===== config.mk =====
export PLATFORM = sky130hd
export DESIGN_NAME = menu_cursor_with_key_repeat_core
export DESIGN_NICKNAME = d
export VERILOG_FILES = /design/src/mcr_pkg.sv /design/src/mcr_mod_unit.sv /design/src/mcr_datapath.sv /design/src/mcr_controller.sv /design/src/menu_cursor_with_key_repeat_core.sv
export VERILOG_INCLUDE_DIRS = /design/src /design/src/src
export SDC_FILE = /design/constraint.sdc
export NUM_CORES = 1
export LEC_CHECK = 0
export ABC_AREA = 1
export ABC_CLOCK_PERIOD_IN_PS = 5000
export BUFFER_PORTS_ARGS = -buffer_cell sky130_fd_sc_hd__buf_2
export CAP_MARGIN = 20
export CORE_MARGIN = 10
export CORE_UTILIZATION = 45
export CTS_CLUSTER_DIAMETER = 150
export DETAILED_ROUTE_END_ITERATION = 10
export MAX_ROUTING_LAYER = met4
export PLACE_DENSITY = 0.63
export SLEW_MARGIN = 20
export SYNTH_ARGS = -nofsm -noshare
export SYNTH_HDL_FRONTEND = slang
export SYNTH_HIERARCHICAL = 1
export SYNTH_SLANG_ARGS = --single-unit

===== constraint.sdc =====
create_clock -name aclk -period 5 [get_ports aclk]
set_clock_uncertainty 0.15 [all_clocks]
set_input_delay 0.5 -clock aclk [delete_from_list [all_inputs] [get_ports aclk]]
set_output_delay 0.5 -clock aclk [all_outputs]
set_load 0.03 [all_outputs]

===== src/menu_cursor_with_key_repeat_core_assert.svh =====
// ----------------------------------------------------------------------------
// Menu cursor assertion macros
// Shared concurrent assertion forms used by the menu cursor core modules.
// ----------------------------------------------------------------------------
`ifndef MENU_CURSOR_WITH_KEY_REPEAT_CORE_ASSERT_SVH
`define MENU_CURSOR_WITH_KEY_REPEAT_CORE_ASSERT_SVH

// Consequence must hold in the same cycle as the antecedent.
`define MCR_ASSERT_NOW(label, ante, cons, msg) \
    label: assert property (@(posedge aclk) disable iff (!aresetn) (ante) |-> (cons)) \
        else $error(msg);

// Consequence must hold in the cycle after the antecedent.
`define MCR_ASSERT_NEXT(label, ante, cons, msg) \
    label: assert property (@(posedge aclk) disable iff (!aresetn) (ante) |=> (cons)) \
        else $error(msg);

`endif


===== src/mcr_pkg.sv =====
// ----------------------------------------------------------------------------
// Menu cursor package
// Payload types, key codes, register indexes and controller interface types.
// ----------------------------------------------------------------------------
package mcr_pkg;

    localparam int unsigned DataWidth = 8;
    localparam int unsigned DivWidth  = 2 * DataWidth;

    // Latched key codes, also used as the footer hint.
    localparam logic [1:0] KEY_NONE  = 2'd0;
    localparam logic [1:0] KEY_LEFT  = 2'd1;
    localparam logic [1:0] KEY_RIGHT = 2'd2;
    localparam logic [1:0] KEY_BACK  = 2'd3;

    // Configuration register indexes.
    localparam logic [7:0] REG_ITEM_COUNT   = 8'd0;
    localparam logic [7:0] REG_VISIBLE_ROWS = 8'd1;
    localparam logic [7:0] REG_FIRST_DELAY  = 8'd2;
    localparam logic [7:0] REG_REPEAT_DELAY = 8'd3;

    typedef struct packed {
        logic in_menu;
        logic key_left;
        logic key_right;
        logic key_back;
    } in_t;

    typedef struct packed {
        logic [7:0] cursor;
        logic [7:0] first_visible;
        logic       redraw;
        logic [1:0] highlight;
    } out_t;

    typedef struct packed {
        logic capture;
        logic eval;
        logic move;
        logic clamp;
        logic out_load;
    } cmd_t;

    typedef struct packed {
        logic go_div;
        logic go_clamp;
        logic div_busy;
        logic move_clamp;
    } status_t;

endpackage


===== src/mcr_mod_unit.sv =====
// ----------------------------------------------------------------------------
// Menu cursor modulo unit
// Restoring shift-subtract remainder, one dividend bit per cycle.
// ----------------------------------------------------------------------------
module mcr_mod_unit (
    input  logic                            aclk,
    input  logic                            aresetn,
    input  logic                            start,
    input  logic [mcr_pkg::DivWidth-1:0]    dividend,
    input  logic [mcr_pkg::DataWidth-1:0]   divisor,
    output logic                            busy,
    output logic [mcr_pkg::DataWidth-1:0]   remainder
);

    logic [mcr_pkg::DivWidth-1:0]  dvd_reg, dvd_next;
    logic [mcr_pkg::DataWidth-1:0] rem_reg, rem_next;
    logic [4:0]                    cnt_reg, cnt_next;
    logic [mcr_pkg::DataWidth:0]   trial;
    logic [mcr_pkg::DataWidth:0]   diff;

    assign trial = {rem_reg, dvd_reg[mcr_pkg::DivWidth-1]};
    assign diff  = trial - {1'b0, divisor};

    always_comb begin
        dvd_next = dvd_reg;
        rem_next = rem_reg;
        cnt_next = cnt_reg;
        if (start) begin
            dvd_next = dividend;
            rem_next = '0;
            cnt_next = 5'(mcr_pkg::DivWidth);
        end else if (cnt_reg != 5'd0) begin
            dvd_next = {dvd_reg[mcr_pkg::DivWidth-2:0], 1'b0};
            // The partial remainder stays below the divisor, so the trial is
            // below twice the divisor and one subtraction suffices.
            if (trial >= {1'b0, divisor}) begin
                rem_next = diff[mcr_pkg::DataWidth-1:0];
            end else begin
                rem_next = trial[mcr_pkg::DataWidth-1:0];
            end
            cnt_next = cnt_reg - 5'd1;
        end
    end

    always_ff @(posedge aclk) begin
        if (!aresetn) begin
            cnt_reg <= '0;
        end else begin
            cnt_reg <= cnt_next;
        end
        dvd_reg <= dvd_next;
        rem_reg <= rem_next;
    end

    assign busy      = (cnt_reg != 5'd0);
    assign remainder = rem_reg;

endmodule


===== src/mcr_datapath.sv =====
// ----------------------------------------------------------------------------
// Menu cursor datapath
// Configuration registers, key repeat state, cursor and scroll arithmetic.
// ----------------------------------------------------------------------------
module mcr_datapath (
    input  logic                 aclk,
    input  logic                 aresetn,
    input  logic                 cfg_we,
    input  logic [7:0]           cfg_addr,
    input  logic [7:0]           cfg_data,
    input  mcr_pkg::in_t         in_data,
    input  mcr_pkg::cmd_t        cmd,
    output mcr_pkg::status_t     status,
    output mcr_pkg::out_t        out_data
);

    logic [7:0] item_count_reg, item_count_next;
    logic [7:0] visible_rows_reg, visible_rows_next;
    logic [7:0] first_delay_reg, first_delay_next;
    logic [7:0] repeat_delay_reg, repeat_delay_next;

    logic [7:0] cursor_reg, cursor_next;
    logic [7:0] scroll_reg, scroll_next;
    logic [1:0] held_key_reg, held_key_next;
    logic [7:0] delay_count_reg, delay_count_next;
    logic       redraw_reg, redraw_next;
    logic [1:0] hint_reg, hint_next;

    mcr_pkg::in_t  in_reg, in_next;
    mcr_pkg::out_t out_reg, out_next;

    logic        still;
    logic        act;
    logic [7:0]  left_nxt;
    logic        left_moves;
    logic        div_start;
    logic        div_busy;
    logic [15:0] dividend;
    logic [7:0]  rem;
    logic        move_takes;

    logic [7:0]  s1;
    logic [8:0]  s1_plus_rows;
    logic [7:0]  s2;
    logic [7:0]  total_minus_rows;
    logic [7:0]  s3;

    // A repeat action fires in the menu when the latched key is still held, its
    // countdown has run out and the item count is not zero.
    assign still = (held_key_reg == mcr_pkg::KEY_LEFT  && in_reg.key_left)  ||
                   (held_key_reg == mcr_pkg::KEY_RIGHT && in_reg.key_right) ||
                   (held_key_reg == mcr_pkg::KEY_BACK  && in_reg.key_back);
    assign act = in_reg.in_menu && still && (delay_count_reg == 8'd0) &&
                 (item_count_reg != 8'd0);

    assign left_nxt   = (cursor_reg == 8'd0) ? item_count_reg - 8'd1 : cursor_reg - 8'd1;
    assign left_moves = (left_nxt != cursor_reg);

    assign div_start = cmd.eval && status.go_div;
    // Back step: (cursor - rows) mod count, lifted by count * 256 so it never
    // goes negative.
    assign dividend = (held_key_reg == mcr_pkg::KEY_BACK)
                    ? ({item_count_reg, 8'd0} + {8'd0, cursor_reg} - {8'd0, visible_rows_reg})
                    : ({8'd0, cursor_reg} + 16'd1);

    mcr_mod_unit u_mod (
        .aclk      (aclk),
        .aresetn   (aresetn),
        .start     (div_start),
        .dividend  (dividend),
        .divisor   (item_count_reg),
        .busy      (div_busy),
        .remainder (rem)
    );

    assign move_takes = (held_key_reg == mcr_pkg::KEY_BACK) || (rem != cursor_reg);

    assign status.go_div     = act && (held_key_reg != mcr_pkg::KEY_LEFT);
    assign status.go_clamp   = act && (held_key_reg == mcr_pkg::KEY_LEFT) && left_moves;
    assign status.div_busy   = div_busy;
    assign status.move_clamp = move_takes;

    // Scroll clamp on the updated cursor.
    assign s1               = (cursor_reg < scroll_reg) ? cursor_reg : scroll_reg;
    assign s1_plus_rows     = {1'b0, s1} + {1'b0, visible_rows_reg};
    assign s2               = ({1'b0, cursor_reg} >= s1_plus_rows)
                            ? cursor_reg + 8'd1 - visible_rows_reg : s1;
    assign total_minus_rows = item_count_reg - visible_rows_reg;
    assign s3               = ((item_count_reg > visible_rows_reg) && (s2 > total_minus_rows))
                            ? total_minus_rows : s2;

    always_comb begin
        item_count_next   = item_count_reg;
        visible_rows_next = visible_rows_reg;
        first_delay_next  = first_delay_reg;
        repeat_delay_next = repeat_delay_reg;
        if (cfg_we) begin
            unique case (cfg_addr)
                mcr_pkg::REG_ITEM_COUNT:   item_count_next   = cfg_data;
                mcr_pkg::REG_VISIBLE_ROWS: visible_rows_next = cfg_data;
                mcr_pkg::REG_FIRST_DELAY:  first_delay_next  = cfg_data;
                mcr_pkg::REG_REPEAT_DELAY: repeat_delay_next = cfg_data;
                default: ;
            endcase
        end
    end

    always_comb begin
        in_next          = in_reg;
        cursor_next      = cursor_reg;
        scroll_next      = scroll_reg;
        held_key_next    = held_key_reg;
        delay_count_next = delay_count_reg;
        redraw_next      = redraw_reg;
        hint_next        = hint_reg;
        out_next         = out_reg;

        if (cmd.capture) begin
            in_next = in_data;
        end

        if (cmd.eval) begin
            redraw_next = 1'b0;
            hint_next   = mcr_pkg::KEY_NONE;
            if (!in_reg.in_menu) begin
                held_key_next    = mcr_pkg::KEY_NONE;
                delay_count_next = 8'd0;
            end else if (!still) begin
                delay_count_next = first_delay_reg;
                if (in_reg.key_left) begin
                    held_key_next = mcr_pkg::KEY_LEFT;
                end else if (in_reg.key_right) begin
                    held_key_next = mcr_pkg::KEY_RIGHT;
                end else if (in_reg.key_back) begin
                    held_key_next = mcr_pkg::KEY_BACK;
                end else begin
                    held_key_next    = mcr_pkg::KEY_NONE;
                    delay_count_next = 8'd0;
                end
            end else if (delay_count_reg != 8'd0) begin
                delay_count_next = delay_count_reg - 8'd1;
            end else begin
                delay_count_next = repeat_delay_reg;
                if (status.go_clamp) begin
                    cursor_next = left_nxt;
                    redraw_next = 1'b1;
                    hint_next   = mcr_pkg::KEY_LEFT;
                end
            end
        end

        if (cmd.move && move_takes) begin
            cursor_next = rem;
            redraw_next = 1'b1;
            hint_next   = held_key_reg;
        end

        if (cmd.clamp) begin
            scroll_next = s3;
        end

        if (cmd.out_load) begin
            out_next.cursor        = cursor_reg;
            out_next.first_visible = scroll_reg;
            out_next.redraw        = redraw_reg;
            out_next.highlight     = hint_reg;
        end
    end

    always_ff @(posedge aclk) begin
        if (!aresetn) begin
            item_count_reg   <= 8'd0;
            visible_rows_reg <= 8'd4;
            first_delay_reg  <= 8'd20;
            repeat_delay_reg <= 8'd5;
            cursor_reg       <= 8'd0;
            scroll_reg       <= 8'd0;
            held_key_reg     <= mcr_pkg::KEY_NONE;
            delay_count_reg  <= 8'd0;
            redraw_reg       <= 1'b0;
            hint_reg         <= mcr_pkg::KEY_NONE;
        end else begin
            item_count_reg   <= item_count_next;
            visible_rows_reg <= visible_rows_next;
            first_delay_reg  <= first_delay_next;
            repeat_delay_reg <= repeat_delay_next;
            cursor_reg       <= cursor_next;
            scroll_reg       <= scroll_next;
            held_key_reg     <= held_key_next;
            delay_count_reg  <= delay_count_next;
            redraw_reg       <= redraw_next;
            hint_reg         <= hint_next;
        end
        in_reg  <= in_next;
        out_reg <= out_next;
    end

    assign out_data = out_reg;

endmodule


===== src/mcr_controller.sv =====
// ----------------------------------------------------------------------------
// Menu cursor controller
// Sequences one tick through evaluation, modulo, move and scroll clamp.
// ----------------------------------------------------------------------------
module mcr_controller (
    input  logic                 aclk,
    input  logic                 aresetn,
    input  logic                 s_valid,
    output logic                 s_ready,
    output logic                 m_valid,
    input  logic                 m_ready,
    input  mcr_pkg::status_t     status,
    output mcr_pkg::cmd_t        cmd
);

`include "menu_cursor_with_key_repeat_core_assert.svh"

    localparam logic [2:0] ST_IDLE  = 3'd0;
    localparam logic [2:0] ST_EVAL  = 3'd1;
    localparam logic [2:0] ST_DIV   = 3'd2;
    localparam logic [2:0] ST_MOVE  = 3'd3;
    localparam logic [2:0] ST_CLAMP = 3'd4;
    localparam logic [2:0] ST_DONE  = 3'd5;

    logic [2:0] state_reg, state_next;
    logic       m_valid_reg, m_valid_next;
    logic       out_free;

    assign s_ready  = (state_reg == ST_IDLE);
    assign out_free = !m_valid_reg || m_ready;

    always_comb begin
        state_next = state_reg;
        cmd        = '0;
        unique case (state_reg)
            ST_IDLE: begin
                if (s_valid) begin
                    cmd.capture = 1'b1;
                    state_next  = ST_EVAL;
                end
            end
            ST_EVAL: begin
                cmd.eval = 1'b1;
                if (status.go_div) begin
                    state_next = ST_DIV;
                end else if (status.go_clamp) begin
                    state_next = ST_CLAMP;
                end else begin
                    state_next = ST_DONE;
                end
            end
            ST_DIV: begin
                if (!status.div_busy) begin
                    state_next = ST_MOVE;
                end
            end
            ST_MOVE: begin
                cmd.move   = 1'b1;
                state_next = status.move_clamp ? ST_CLAMP : ST_DONE;
            end
            ST_CLAMP: begin
                cmd.clamp  = 1'b1;
                state_next = ST_DONE;
            end
            ST_DONE: begin
                // The previous result may still be waiting; hold until it goes.
                if (out_free) begin
                    cmd.out_load = 1'b1;
                    state_next   = ST_IDLE;
                end
            end
            default: begin
                state_next = ST_IDLE;
            end
        endcase
    end

    always_comb begin
        m_valid_next = m_valid_reg;
        if (cmd.out_load) begin
            m_valid_next = 1'b1;
        end else if (m_ready) begin
            m_valid_next = 1'b0;
        end
    end

    always_ff @(posedge aclk) begin
        if (!aresetn) begin
            state_reg   <= ST_IDLE;
            m_valid_reg <= 1'b0;
        end else begin
            state_reg   <= state_next;
            m_valid_reg <= m_valid_next;
        end
    end

    assign m_valid = m_valid_reg;

    `MCR_ASSERT_NOW(a_no_overwrite, cmd.out_load, !m_valid_reg || m_ready,
        "result register overwritten before the transaction completed")
    `MCR_ASSERT_NEXT(a_div_started, (state_reg == ST_EVAL) && status.go_div,
        status.div_busy, "modulo unit did not start")
    `MCR_ASSERT_NOW(a_move_after_div, state_reg == ST_MOVE, !status.div_busy,
        "move taken while the modulo unit is still running")

endmodule


===== src/menu_cursor_with_key_repeat_core.sv =====
// ----------------------------------------------------------------------------
// Menu cursor with key repeat core
// Typematic key repeat driving a wrapping menu cursor and scroll offset.
// ----------------------------------------------------------------------------
//  Channel   Direction  Handshake            Payload
//  s_        in         s_valid / s_ready    mcr_pkg::in_t  (one tick)
//  m_        out        m_valid / m_ready    mcr_pkg::out_t (one result per tick)
//  cfg_      in         cfg_valid/cfg_ready  cfg_addr (index), cfg_data
//
//  A result passes evaluation, then for a back or right step the bit-serial
//  modulo unit and a move, and a scroll clamp after a back step or after a left
//  or right step that moves the cursor; s_ready returns with the result.
//  Reset is synchronous and active low; configuration returns to 0, 4, 20, 5.
//  A stalled result holds in the output register while the next transaction
//  is accepted; that tick then waits in the core before loading its result.
// ----------------------------------------------------------------------------
module menu_cursor_with_key_repeat_core (
    input  logic             aclk,
    input  logic             aresetn,
    input  logic             s_valid,
    output logic             s_ready,
    input  mcr_pkg::in_t     s_data,
    output logic             m_valid,
    input  logic             m_ready,
    output mcr_pkg::out_t    m_data,
    input  logic             cfg_valid,
    output logic             cfg_ready,
    input  logic [7:0]       cfg_addr,
    input  logic [7:0]       cfg_data
);

    mcr_pkg::cmd_t    cmd;
    mcr_pkg::status_t status;
    logic             cfg_we;

    // Register writes are always taken.
    assign cfg_ready = 1'b1;
    assign cfg_we    = cfg_valid && cfg_ready;

    mcr_controller u_ctrl (
        .aclk    (aclk),
        .aresetn (aresetn),
        .s_valid (s_valid),
        .s_ready (s_ready),
        .m_valid (m_valid),
        .m_ready (m_ready),
        .status  (status),
        .cmd     (cmd)
    );

    mcr_datapath u_dp (
        .aclk     (aclk),
        .aresetn  (aresetn),
        .cfg_we   (cfg_we),
        .cfg_addr (cfg_addr),
        .cfg_data (cfg_data),
        .in_data  (s_data),
        .cmd      (cmd),
        .status   (status),
        .out_data (m_data)
    );

endmodule


== Yosys cells after proc, flatten, opt, wreduce, memory -nomap -nowiden ==
Cells that the tools add are included.

* Bits in registers: 117
* Output and inout bits: 22
* Word-level logic and storage cells: 154

* Add/sub/neg operators: 12
* $lt $le $gt $ge: 5
* Equal/unequal tests: 19
* Multiplexer cells: 55
* Bitwise operators: 1
* Reductions and logical operators: 38

{| class="wikitable"
|+ Operator list
! operator !! count
|-
| $mux W8 || 17
|-
| $mux W16 || 3
|-
| $logic_not A8 Y1 || 3
|-
| $sub A8 B1 Y8 const B || 3
|-
| $sub A8 B8 Y8 || 3
|-
| $mux W2 || 10
|-
| $mux W1 || 18
|-
| $pmux W3 S6 || 1
|-
| $add A16 B8 Y16 || 1
|-
| $eq A8 B2 Y1 const B || 2
|-
| $gt A8 B8 Y1 || 2
|-
| $ne A8 B8 Y1 || 2
|-
| $reduce_bool A8 Y1 || 2
|-
| $sub A16 B8 Y16 || 1
|-
| $logic_and A1 B1 Y1 || 12
|-
| $mux W3 || 4
|-
| $reduce_bool A2 Y1 || 6
|-
| $mux W5 || 2
|-
| $reduce_and A2 Y1 || 5
|-
| $add A8 B1 Y9 const B || 1
|-
| $add A8 B8 Y9 || 1
|-
| $ge A8 B9 Y1 || 1
|-
| $ge A9 B8 Y1 || 1
|-
| $add A8 B1 Y8 const B || 1
|-
| 18 further kinds || 28
|}

== Longest topological paths before layout ==
Gate-level depths: netlist of the first run.

* Depth in word-level cells: 15
* Mapped depth: 40
* Mapped depth without buffers: 38

== By module ==
The synthesis of the first run kept the hierarchy.

{| class="wikitable"
|+ By module, submodules not included
! module !! instances !! cells an instance !! area an instance (um2) !! seq. area each (um2)
|-
| mcr_datapath || 1 || 894 || 6,343.6 || 1,911.8
|-
| mcr_mod_unit || 1 || 226 || 1,752.9 || 740.7
|-
| mcr_controller || 1 || 46 || 299.0 || 80.1
|-
| menu_cursor_with_key_repeat_core || 1 || 2 || 11.3 || 0.0
|}

== Least setup slack after synthesis of the first run ==
No wires, ideal clock.

* Path kind: register -> register
* From: reg u_dp.cursor_reg[0]
* To: reg u_dp.scroll_reg[5]
* Library setup time: 0.070 ns
* Data arrival time: 5.160 ns
* Required time: 4.780 ns
* Setup slack: -0.381 ns
* Cell stages (with the launch flop): 36
* Path buffers: 3
* Period minus slack after synthesis: 5.381 ns
* Cell sequence: dfxtp_1 > clkinv_1 > nand2_1 > a21oi_1 > o21ai_0 > nand4_1 > o211ai_1 > buf_2 > o21ai_0 > ha_1 > fa_1 > nand3_1 > nand2_1 > a21oi_1 > o21bai_1 > xor2_1 > ha_1 > nand2_1 > inv_1 > nand2_1 > nand2_1 > nand2_1 > nand3b_1 > nand2_1 > buf_1 > o21ai_0 > ha_1 > nand2_1 > o41ai_1 > inv_1 > nand3_1 > inv_1 > clkbuf_1 > a21oi_1 > o21ai_0 > a21oi_1

* Cells in the longest elaborated chain, start to end: 8
* Elaborated cells on any way between the ends: 10
* Those cells by class: 3 x add/sub; 3 x order compare; 3 x mux; 1 x reduce/logical

{| class="wikitable"
|+ RTL lines
! item !! line !! RTL
|-
| start: declaration || mcr_datapath.sv:22 || <nowiki>logic [7:0] cursor_reg, cursor_next;</nowiki>
|-
| start signal: assignment || mcr_datapath.sv:187 || <nowiki>cursor_reg <= cursor_next;</nowiki>
|-
| $lt A8 B8 Y1 || mcr_datapath.sv:84 || <nowiki>assign s1 = (cursor_reg < scroll_reg) ? cursor_reg : scroll_reg;</nowiki>
|-
| $mux W8 || mcr_datapath.sv:84 ||
|-
| $add A8 B8 Y9 || mcr_datapath.sv:85 || <nowiki>assign s1_plus_rows = {1'b0, s1} + {1'b0, visible_rows_reg};</nowiki>
|-
| $ge A8 B9 Y1 || mcr_datapath.sv:86 || <nowiki>assign s2 = ({1'b0, cursor_reg} >= s1_plus_rows)</nowiki>
|-
| $mux W8 (*) || mcr_datapath.sv:87 || <nowiki>? cursor_reg + 8'd1 - visible_rows_reg : s1;</nowiki>
|-
| $gt A8 B8 Y1 || mcr_datapath.sv:89 || <nowiki>assign s3 = ((item_count_reg > visible_rows_reg) && (s2 > total_minus_rows))</nowiki>
|-
| $logic_and A1 B1 Y1 || mcr_datapath.sv:89 ||
|-
| $mux W8 (*) || mcr_datapath.sv:90 || <nowiki>? total_minus_rows : s2;</nowiki>
|-
| end signal: assignment || mcr_datapath.sv:188 || <nowiki>scroll_reg <= scroll_next;</nowiki>
|-
| end: declaration || mcr_datapath.sv:23 || <nowiki>logic [7:0] scroll_reg, scroll_next;</nowiki>
|}

Every way passes the cells marked *; elsewhere a longest branch is shown, timed or not.
A chain may end at the register's enable or synchronous reset.

== Worst setup path in the final report of the first run ==
* From: reg u_dp.scroll_reg[3]
* To: reg u_dp.scroll_reg[6]

* Cells in the longest elaborated chain, start to end: 8

{| class="wikitable"
|+ RTL lines
! item !! line
|-
| $lt A8 B8 Y1 || mcr_datapath.sv:84
|-
| $mux W8 (*) || mcr_datapath.sv:84
|-
| $add A8 B8 Y9 || mcr_datapath.sv:85
|-
| $ge A8 B9 Y1 || mcr_datapath.sv:86
|-
| $mux W8 (*) || mcr_datapath.sv:87
|-
| $gt A8 B8 Y1 || mcr_datapath.sv:89
|-
| $logic_and A1 B1 Y1 || mcr_datapath.sv:89
|-
| $mux W8 (*) || mcr_datapath.sv:90
|}

Marked as above.

==> reports/summary.txt, run 1 <==
status = complete, but fails checks
failing checks = negative setup slack
Slowest-stage cell, CP = dfxtp_2
Via density = 5.30
GRT overflow = 0
core area = 0.0181 mm^2
Syn Area/Cell = 7.20 um^2
post-detail-place hpwl = 18400 um
XOR/XNOR share of the synthesized area = 3.02%
RR Startpoint = u_dp/scroll_reg[3]
hold-fix buffers at CTS = 0
clock root buffer = clkbuf_16
max FFs per register = 19
layout cell share with drive strength beyond 1 = 20.4%
post-route setup slack = -138 ps
area share of and/or/nand/nor cells after synthesis = 28.2%
global-route usage over all layers = 20.7%
Total Routed Length = 24800 um
Hold Crit Endpoint = u_dp/in_reg[2]
pin count of the biggest net entering global routing = 39
Synth Area in Compound Gates = 14.9%
Power Dens Cells = 338 mW/mm^2
Yosys cell types = 53
Clock Sink Count = 117
CP Capture Type = flip-flop
vias in the first global route = 7591
net count after synthesis = 1273
CTS max path bufs = 2
number of hold violations in the final report = 0
CP most frequent cell = nand2_2
Syn Inst Count = 1168
Min-Delay Startpoint = s_data[2]
drt first pass iters = 5
standard-cell rows = 49
CP peak stage delay = 330 ps
Die X-Extent = 157 um
CP Class = flip-flop to flip-flop
EDFF count, synth = 39
Util after Layout = 56.4%
Synth area leader = dfxtp_1
nets = 1369
Lkg Pwr = 4.72 nW
first-pass GRT wire length = 39200 um
Max Fclk = 0.195 GHz
reg2reg end = u_dp/scroll_reg[6]
R2R cell count = 34
post-detailed-route count of antenna-violating nets = 0
Top FF cell, synth = dfxtp_1
Synth Cell Area = 0.00841 mm^2
Synth area leaders = dfxtp_1 19%, edfxtp_1 14%, nand2_1 13%
most common cell after layout, fill and taps aside = nand2_1
total CTS buffers = 17
Synth top area share = 18.6%
clock network latency to the later pin of the worst-skew pair = 430 ps
Final Instance Count excl. Fillers = 1507
Tightest Pin Transition = 749 ps
total power = 3.46 mW
synthesis-stage register bit count = 117
Slew Limit Headroom = 49.6%
fin. max-slew vios = 0
final setup TNS = -925 ps
Vias = 7992
Buffers on Ports = 45
synth-to-layout area growth = 21.7%
die height = 157 um
Required @ worst endpoint = 5210 ps
Hold Slack = 97.9 ps
drt initial violations = 531
largest family of logic cells by synthesized area = simple AND/OR/NAND/NOR gates
I/O pin count = 47
Final Setup Violations = 8
min Tclk post-route = 5140 ps
initial antenna violation count = 1
crit path DAT = 5340 ps
VDD IR max = 0.235 mV
Final period util = 103%
R2R Setup Slk = -140 ps
ys async rst share = 0%
die footprint = 0.0245 mm^2
Inst Count DP = 1462
initial core utilization = 46.3%
CTS tree = yes
RSZ-0062 raised after global routing = yes
cell depth of the worst hold path = 1
Adder-Cell Fraction of Synth Area = 12.8%
Max Cap Violations = 0
# DRC = 0
Clk pin slew, worst setup/hold paths = 60 ps
commonest cells after routing, fill and taps aside = 276 x nand2_1, 124 x inv_1, 100 x a21oi_1
H-tree levels = 4
CP max FO = 6
routability cong. = 0.933
DR WL/cell = 16.5 um
Seq/Total Area, Yosys = 32.5%
Ys Warns = 6
Hold Path Class = primary input to flip-flop
mux cell area share after synthesis = 0%
CP startpoint kind = flip-flop
==> cell usage after synthesis (all sizes together) (9+ instances only) <==
master / count
nand2: 310
inv: 141
a21oi: 110
nor2: 102
o21ai: 96
dfxtp: 78
ha: 70
nand3: 69
edfxtp: 39
xor2: 21
clkbuf: 15
buf: 14
nor3: 12
fa: 10
nand4: 10
nand3b: 9
==> worst max-delay path by stage <==
stage / cells past startpoint / startpoint / to
2_1_floorplan: 36 / u_dp/scroll_reg[3] / u_dp/scroll_reg[5]
3_3_place_gp: 32 / u_dp/scroll_reg[3] / u_dp/scroll_reg[6]
3_5_place_dp: 32 / u_dp/scroll_reg[3] / u_dp/scroll_reg[6]
4_1_cts: 36 / u_dp/scroll_reg[1] / u_dp/scroll_reg[2]
5_1_grt: 34 / u_dp/scroll_reg[3] / u_dp/scroll_reg[1]
6_report: 34 / u_dp/scroll_reg[3] / u_dp/scroll_reg[6]
==> critical path, delay by kind of cell, from the launching register on <==
family	cells	cell delay [ps]
and+or+nand+nor	14	1060
buffers and inverters	6	780
DFF	1	330
adders and majority gates	4	1080
AOI/OAI and AO/OA	9	1480
xor gates and xnor gates	1	150
==> report_power, final <==
group / switching (mW) / leakage [nW] / internal (mW)
combinational: 0.605 / 3.40 / 0.334
clock: 0.436 / 0.300 / 0.818
sequential: 0.101 / 1.01 / 1.17
total: 1.14 / 4.72 / 2.32
==> through the flow <==
step	instance area, um^2	worst slack [ps]
after floorplan	8440	3.08
after global placement	9170	-200
after detailed placement	9170	-346
after CTS	9970	-135
after global routing	10200	-499
final	10200	-138
==> cells by family (layout without fill, tap and decap cells) <==
| kind of cell | after synthesis | after routing |
|---|---|---|
| AOI/OAI and AO/OA | 234 | 234 |
| adders and majority gates | 80 | 80 |
| and+or+nand+nor | 529 | 529 |
| buffers and inverters | 178 | 287 |
| other | 1 | 2 |
| DFF | 117 | 117 |
| xor gates and xnor gates | 29 | 29 |
==> final cells by class <==
type	count	area (um^2)
Clock inverter	4	53.8
Inverter	149	573
Fill cell	1717	7920
Clock buffer	28	562
Tap cell	229	287
Timing Repair inverter	1	5.00
Multi-Input combinational cell	873	5310
Sequential cell	117	2740
Antenna cell	1	2.50
Timing Repair Buffer	105	696
==> layer usage <==
metal	share of wire [%]	GRT usage, %	up-vias
met5	0	-	-
met4	2.1	6.92	0
met3	5.6	4.14	48
met2	47	33.2	239
met1	45	25.7	3664
li1	-	-	4041
==> repair_timing <==
action                                  4_1_cts  5_1_grt
gates cloned                                  2        1
setup buffers                                 4        5
hold endpoints to repair                      0        0
gates resized for setup                      48       43
endpoints found under the setup margin        8        8
pin swaps                                    32       38
Power figures use the tool's default switching activity.
==> run 2, diff against run 1 <==
Settings changed: CORE_UTILIZATION 45 to 55, PLACE_DENSITY 0.63 to 0.75.
==> run 2 against run 1 <==
Against the previous run:
- the run still ends with negative setup slack left
- largest power group unchanged
- sequential share of layout area is 0.40 points higher
- total power down 0.37%
- critical path type unchanged
- wire length decreased by 0.60%
- highest routed layer unchanged
- die area decreased by 16%
==> reports/summary.txt, run 2 (synthesis gave the netlist of run 1 again) <==
status = complete, but fails checks
failing checks = negative setup slack
Crit path max-delay family = adder cells
number of hold violations in the final report = 0 (unchanged)
combinational group share of total power = 26.9% (-0.2 points)
Buf/Inv on CP = 7 (+1)
CTS tree = yes
min Tclk post-route = 5460 ps (+323 ps)
Clk network pwr share = 36.3% (about the same)
Slowest-stage cell, CP = fa_2
VDD IR max = 0.244 mV (+3.8%)
pin count of the biggest net entering global routing = 39 (unchanged)
nets = 1369 (unchanged)
Slew Limit Headroom = 50.8% (+1.2 points)
DR WL/cell = 16.9 um (+2.3%)
crit path DAT = 5600 ps (+260 ps)
synth-to-layout area growth = 19.9%
Hold Path Class = primary input to flip-flop
Max Cap Violations = 0 (unchanged)
commonest cells after routing, fill and taps aside = 280 x nand2_1, 122 x inv_1, 96 x a21oi_1
gr busiest metal = met2
layout cell share with drive strength beyond 1 = 20.2% (-0.22 points)
Die X-Extent = 144 um (-8.3%)
core area = 0.0151 mm^2 (-17%)
CP most frequent cell = nand2_1
vias in the first global route = 7782 (+2.5%)
RSZ-0062 raised after global routing = yes
Final Setup Violations = 8 (unchanged)
max FFs per register = 19 (unchanged)
post-detailed-route count of antenna-violating nets = 0 (unchanged)
initial antenna violation count = 0 (-1)
Seq pwr share = 36.8% (about the same)
post-route cell area = 0.0101 mm^2 (-1.5%)
CP Capture Type = flip-flop
placed inst area = 0.00911 mm^2 (-0.64%)
post-detail-place hpwl = 17500 um (-4.9%)
CP Class = flip-flop to flip-flop
n_diodes = 0 (-1)
Required @ worst endpoint = 5140 ps (-70 ps)
fill count = 1311 (-24%)
clock network latency to the later pin of the worst-skew pair = 420 ps (about the same)
final setup TNS = -3390 ps (-2470 ps)
drt first pass iters = 5 (unchanged)
met2 global-route usage = 39.5% (+6.4 points)
internal power = 2.31 mW (-0.63%)
met3 usage = 3.70% (-0.44 points)
first-pass GRT wire length = 38500 um (-1.8%)
switching part of the total = 33.2% (+0.18 points)
CP peak stage delay = 360 ps (+30 ps)
die footprint = 0.0206 mm^2 (-16%)
total CTS buffers = 17 (unchanged)
Lkg Pwr = 4.68 nW (-0.75%)
met1 usage = 29.0% (+3.4 points)
I/O pin count = 47 (unchanged)
H-tree levels = 4 (unchanged)
Clk pin slew, worst setup/hold paths = 60 ps (about the same)
hold-fix buffers at CTS = 0 (unchanged)
Power Dens Cells = 342 mW/mm^2 (+1.1%)
fin. max-slew vios = 0 (unchanged)
# DRC = 0 (unchanged)
Tightest Pin Transition = 731 ps (-17.7 ps)
global-route usage over all layers = 24.2% (+3.5 points)
CP startpoint kind = flip-flop
standard-cell rows = 45 (-8.2%)
Buffers on Ports = 45 (unchanged)
post-route setup slack = -461 ps (-323 ps)
Clock Sink Count = 117 (unchanged)
routability cong. = 0.933 (about the same)
CTS max path bufs = 2 (unchanged)
drt initial violations = 767 (+44%)
most common cell after layout, fill and taps aside = nand2_1
Final period util = 109% (+6.5 points)
Via density = 5.64 (+6.3%)
initial core utilization = 55.7% (+9.4 points)
clock root buffer = clkbuf_16
Vias = 8250 (+3.2%)
Total Routed Length = 24700 um (-0.60%)
NetSw = 1.14 mW (+0.16%)
die height = 144 um (-8.3%)
GRT overflow = 0 (unchanged)
Max Fclk = 0.183 GHz (-5.9%)
CP max FO = 7 (+1)
run 2: cell count changes in the layout (fill, tap and decap cells not counted), moves of 3 or more:
cell	before	now
a21oi_2	8	13
clkbuf_16	21	17
a21oi_1	100	96
buf_6	6	3
clkinvlp_4	0	4
ha_1	56	63
clkbuf_1	6	0
ha_4	13	7
o21ai_0	77	81
nand2_1	276	280
o21ai_2	11	7
buf_4	53	57
nand2_2	27	24
run 2: final timing paths:
check / startpoint / to / slack (ps) / cells after the start
max reg2reg: u_dp/scroll_reg[1] / u_dp/scroll_reg[0] / -460 / 33
max: u_dp/scroll_reg[1] / u_dp/scroll_reg[0] / -460 / 33
min reg2reg: u_dp/hint_reg[1] / u_dp/out_data[1] / 280 / 0
min: s_data[2] / u_dp/in_reg[2] / 110 / 1
run 2: metal layers:
metal  up-vias  wire length [um]
met3        67              1850
met4         0               954
met2       342             11600
li1       4050                 -
met1      3791             10300
met5         -                 0
run 2: layout make-up:
cell class	instances	area, um^2	share of cell area [%]
repair buffers	105	687	6.81
flip-flops and latches	117	2740	27.2
clock buffers	19	453	4.49
clock inverters	12	151	1.50
multi-input cells	874	5240	51.9
inverters	149	574	5.70
well taps	188	235	2.33
run 2: power groups by stage:
stage | logic (mW) | clock network, mW | registers, mW
after CTS | 0.919 | 1.27 | 1.27
after global routing | 1.04 | 1.31 | 1.28
after floorplan | 0.735 | 0 | 1.26
after detailed placement | 0.911 | 0 | 1.28
after global placement | 0.888 | 0 | 1.28
final | 0.929 | 1.25 | 1.27
run 2: metrics by stage:
step | setup WS, ps | hold WS [ps] | power (mW) | utilization [%] | std cells
after floorplan | 3.08 | 258 | 2.00 | - | 1168
after global placement | -257 | 269 | 2.17 | 60.4 | 1420
after detailed placement | -346 | 268 | 2.19 | 60.4 | 1420
after CTS | -171 | 95.3 | 3.45 | 65.7 | 1459
after global routing | -695 | 98.0 | 3.63 | 66.8 | 1464
final | -461 | 108 | 3.45 | 66.8 | 1464
run 2: worst reg2reg max path, delay by kind of cell, from the launching register on:
kind            cells  cell delay [ps]
buf+inv             7              880
xor+xnor            1              200
fa+ha+maj           5             1390
compound gates      9             1310
flops               1              340
simple gates       11             1060
run 2: repair_timing:
item	in CTS	in global routing
pin swaps	24	18
setup endpoints to repair	8	8
gates resized for setup	49	30
setup buffers	6	5
gates cloned	2	0
==> run 3, diff against run 2 <==
Settings changed: ABC_AREA 1 to unset.
==> run 3 against run 2 <==
Against the previous run:
- the flow still finishes with violations (negative setup slack)
- wire length fell by 4.1%
- combinational power fell by 7.1%
- setup slack got worse by 500 ps
- clock power rose by 3%
- non-clock buffer count rose by 6
- utilization fell by 0.47 points
- sequential cell count did not move
- critical path depth fell by 3
- critical path type unchanged
- highest routed layer unchanged
==> reports/summary.txt, run 3 <==
clock root buffer = clkbuf_16
Syn Inst Count = 938 (-20%)
placed inst area = 0.00919 mm^2 (+0.88%)
synthesis-stage register bit count = 117 (unchanged)
pin count of the biggest net entering global routing = 48 (+23%)
Die X-Extent = 144 um (about the same)
synth-to-layout area growth = 19.0%
Max Cap Violations = 0 (unchanged)
Util after Layout = 66.3% (-0.47 points)
vias in the first global route = 7204 (-7.4%)
most common cell after layout, fill and taps aside = nor2_1
Final Setup Violations = 8 (unchanged)
Via density = 6.13 (+8.7%)
EDFF count, synth = 39 (unchanged)
Vias = 7513 (-8.9%)
status = complete, but fails checks
CP max FO = 7 (unchanged)
# DRC = 0 (unchanged)
RR Startpoint = u_dp/scroll_reg[1]
Max Fclk = 0.168 GHz (-8.4%)
I/O pin count = 47 (unchanged)
clock network latency to the later pin of the worst-skew pair = 420 ps (about the same)
nets = 1129 (-18%)
CP Capture Type = flip-flop
Synth top area share = 18.6% (about the same)
Yosys cell types = 80 (+51%)
Slew Limit Headroom = 34.4% (-16 points)
Slowest-stage cell, CP = a2111o_1
Seq/Total Area, Yosys = 32.5% (about the same)
Clk pin slew, worst setup/hold paths = 60 ps (about the same)
post-route setup slack = -959 ps (-498 ps)
drt initial violations = 728 (-5.1%)
ys async rst share = 0% (unchanged)
Synth area leaders = dfxtp_1 19%, edfxtp_1 14%, ha_1 10%
reg2reg end = u_dp/scroll_reg[5]
Synth top cells by count = 103 x nor2_1, 78 x dfxtp_1, 72 x inv_1
standard-cell rows = 45 (unchanged)
post-detail-place hpwl = 16600 um (-5.3%)
crit path to = u_dp/scroll_reg[5]
total CTS buffers = 17 (unchanged)
GRT overflow = 0 (unchanged)
RSZ-0062 raised after global routing = yes
fin. max-slew vios = 0 (unchanged)
CP Class = flip-flop to flip-flop
hold-fix buffers at CTS = 0 (unchanged)
CP peak stage delay = 410 ps (+50 ps)
Synth area leader = dfxtp_1
Total Routed Length = 23700 um (-4.1%)
Syn Area/Cell = 8.97 um^2 (+25%)
number of hold violations in the final report = 0 (unchanged)
Clock Sink Count = 117 (unchanged)
drt first pass iters = 5 (unchanged)
CP most frequent cell = a21o_1
failing checks = negative setup slack
layout cell share with drive strength beyond 1 = 21.5% (+1.3 points)
Ys Warns = 6 (unchanged)
global-route usage over all layers = 23.7% (-0.48 points)
first-pass GRT wire length = 37600 um (-2.2%)
post-detailed-route count of antenna-violating nets = 0 (unchanged)
net count after synthesis = 1043 (-18%)
Tightest Pin Transition = 984 ps (+252 ps)
initial core utilization = 55.7% (about the same)
DR WL/cell = 19.3 um (+14%)
post-route cell area = 0.0100 mm^2 (-0.71%)
CTS tree = yes
Top FF cell, synth = dfxtp_1
R2R Setup Slk = -960 ps (-500 ps)
CP startpoint kind = flip-flop
count leader, synth = nor2_1
commonest cells after routing, fill and taps aside = 102 x nor2_1, 77 x dfxtp_1, 70 x inv_1
VDD IR max = 0.323 mV (+32%)
routability cong. = 0.961 (+3.0%)
max FFs per register = 19 (unchanged)
Lkg Pwr = 4.35 nW (-7.0%)
initial antenna violation count = 1 (+1)
min Tclk post-route = 5960 ps (+498 ps)
R2R cell count = 30 (-9.1%)
Final period util = 119% (+10 points)
worst slack, placed = -927 ps (-581 ps)
fill count = 1166 (-11%)
Hold Path Class = primary input to flip-flop
Crit. Startpoint = u_dp/scroll_reg[1]
Synth Cell Area = 0.00841 mm^2 (about the same)
Required @ worst endpoint = 5160 ps (+20 ps)
Power Dens Cells = 340 mW/mm^2 (-0.60%)
H-tree levels = 4 (unchanged)
crit path DAT = 6110 ps (+510 ps)
die height = 144 um (about the same)
Buffers on Ports = 45 (unchanged)
die footprint = 0.0206 mm^2 (about the same)
core area = 0.0151 mm^2 (unchanged)
CTS max path bufs = 2 (unchanged)
## run 3: cell types whose count changed in the layout (fill, tap and decap cells not counted), sizes merged, moves of 24 or more
cell,previous run,this run
inv,143,75
mux2i,0,44
xnor2,8,36
mux2,0,24
nand3,69,33
nand2,311,43
a21oi,110,48
o21ai,96,45
## run 3: kinds of logic after synthesis
family / after synthesis / synth area share [%]
fa+ha+maj: 80 / 12.8
mux: 68 / 8.54
other cells: 1 / 0.0446
compound gates: 203 / 16.7
flops: 117 / 32.5
buf+inv: 117 / 5.82
xor+xnor: 55 / 5.73
simple gates: 297 / 17.9
## run 3: power by group
group	internal [mW]	leakage (nW)	switching, mW
Sequential	1.15	1.01	0.101
Combinational	0.367	3.03	0.495
Clock	0.842	0.312	0.443
Total	2.36	4.35	1.04
## run 3: critical path: cells and delay by family, from the launching register on
| family | cells | cell delay, ps |
|---|---|---|
| buffers and inverters | 5 | 540 |
| multiplexers | 2 | 590 |
| AO/OA/AOI/OAI | 16 | 2870 |
| flip-flops | 1 | 330 |
| adder cells (fa/ha/maj) | 4 | 1030 |
| AND/OR/NAND/NOR | 2 | 180 |
| XOR/XNOR | 1 | 150 |
## run 3: cell type report
type	count	area (um^2)	area share, %
sequential	117	2730	27.3
clock buffer	21	483	4.82
multi-input combinational	704	5410	54.0
antenna	1	2.50	0.0250
clock inverter	11	144	1.44
timing repair buffer	111	724	7.24
inverter	73	279	2.79
tap	188	235	2.35
## run 3: per-layer routing
layer / GRT usage [%] / wire length [um] / up-vias / share of wire [%]
li1: - / - / 3545 / -
met4: 8.38 / 524 / 0 / 2.2
met1: 29.9 / 10300 / 3582 / 44
met3: 4.75 / 1760 / 50 / 7.5
met2: 37.3 / 11100 / 336 / 47
met5: - / 0 / - / 0
## run 3: through the flow
step / hold WS (ps) / total power [mW] / setup TNS, ps / cells
after global routing: 93.9 / 3.57 / -9390 / 1226
after detailed placement: 269 / 2.11 / -7000 / 1182
after global placement: 259 / 2.08 / -6040 / 1182
final: 103 / 3.40 / -7290 / 1226
after floorplan: 250 / 1.92 / -6130 / 938
after CTS: 92.9 / 3.40 / -6700 / 1221
## run 3: how the worst min path moves through the flow
stage / cells past startpoint / slack (ps) / end / start
6_report: 1 / 100 / u_dp/in_reg[1] / s_data[1]
5_1_grt: 1 / 90 / u_dp/in_reg[2] / s_data[2]
4_1_cts: 1 / 90 / u_dp/in_reg[1] / s_data[1]
3_5_place_dp: 0 / 270 / u_dp/out_data[1] / u_dp/hint_reg[1]
3_3_place_gp: 0 / 260 / u_dp/out_data[1] / u_dp/hint_reg[1]
2_1_floorplan: 0 / 250 / u_dp/out_data[1] / u_dp/hint_reg[1]
## run 3: what timing repair did
action | 4_1_cts | 5_1_grt
gates resized for setup | 12 | 12
hold endpoints to repair | 0 | 0
buffers inserted | 7 | 4
pin swaps | 14 | 10
setup endpoints to repair | 8 | 8
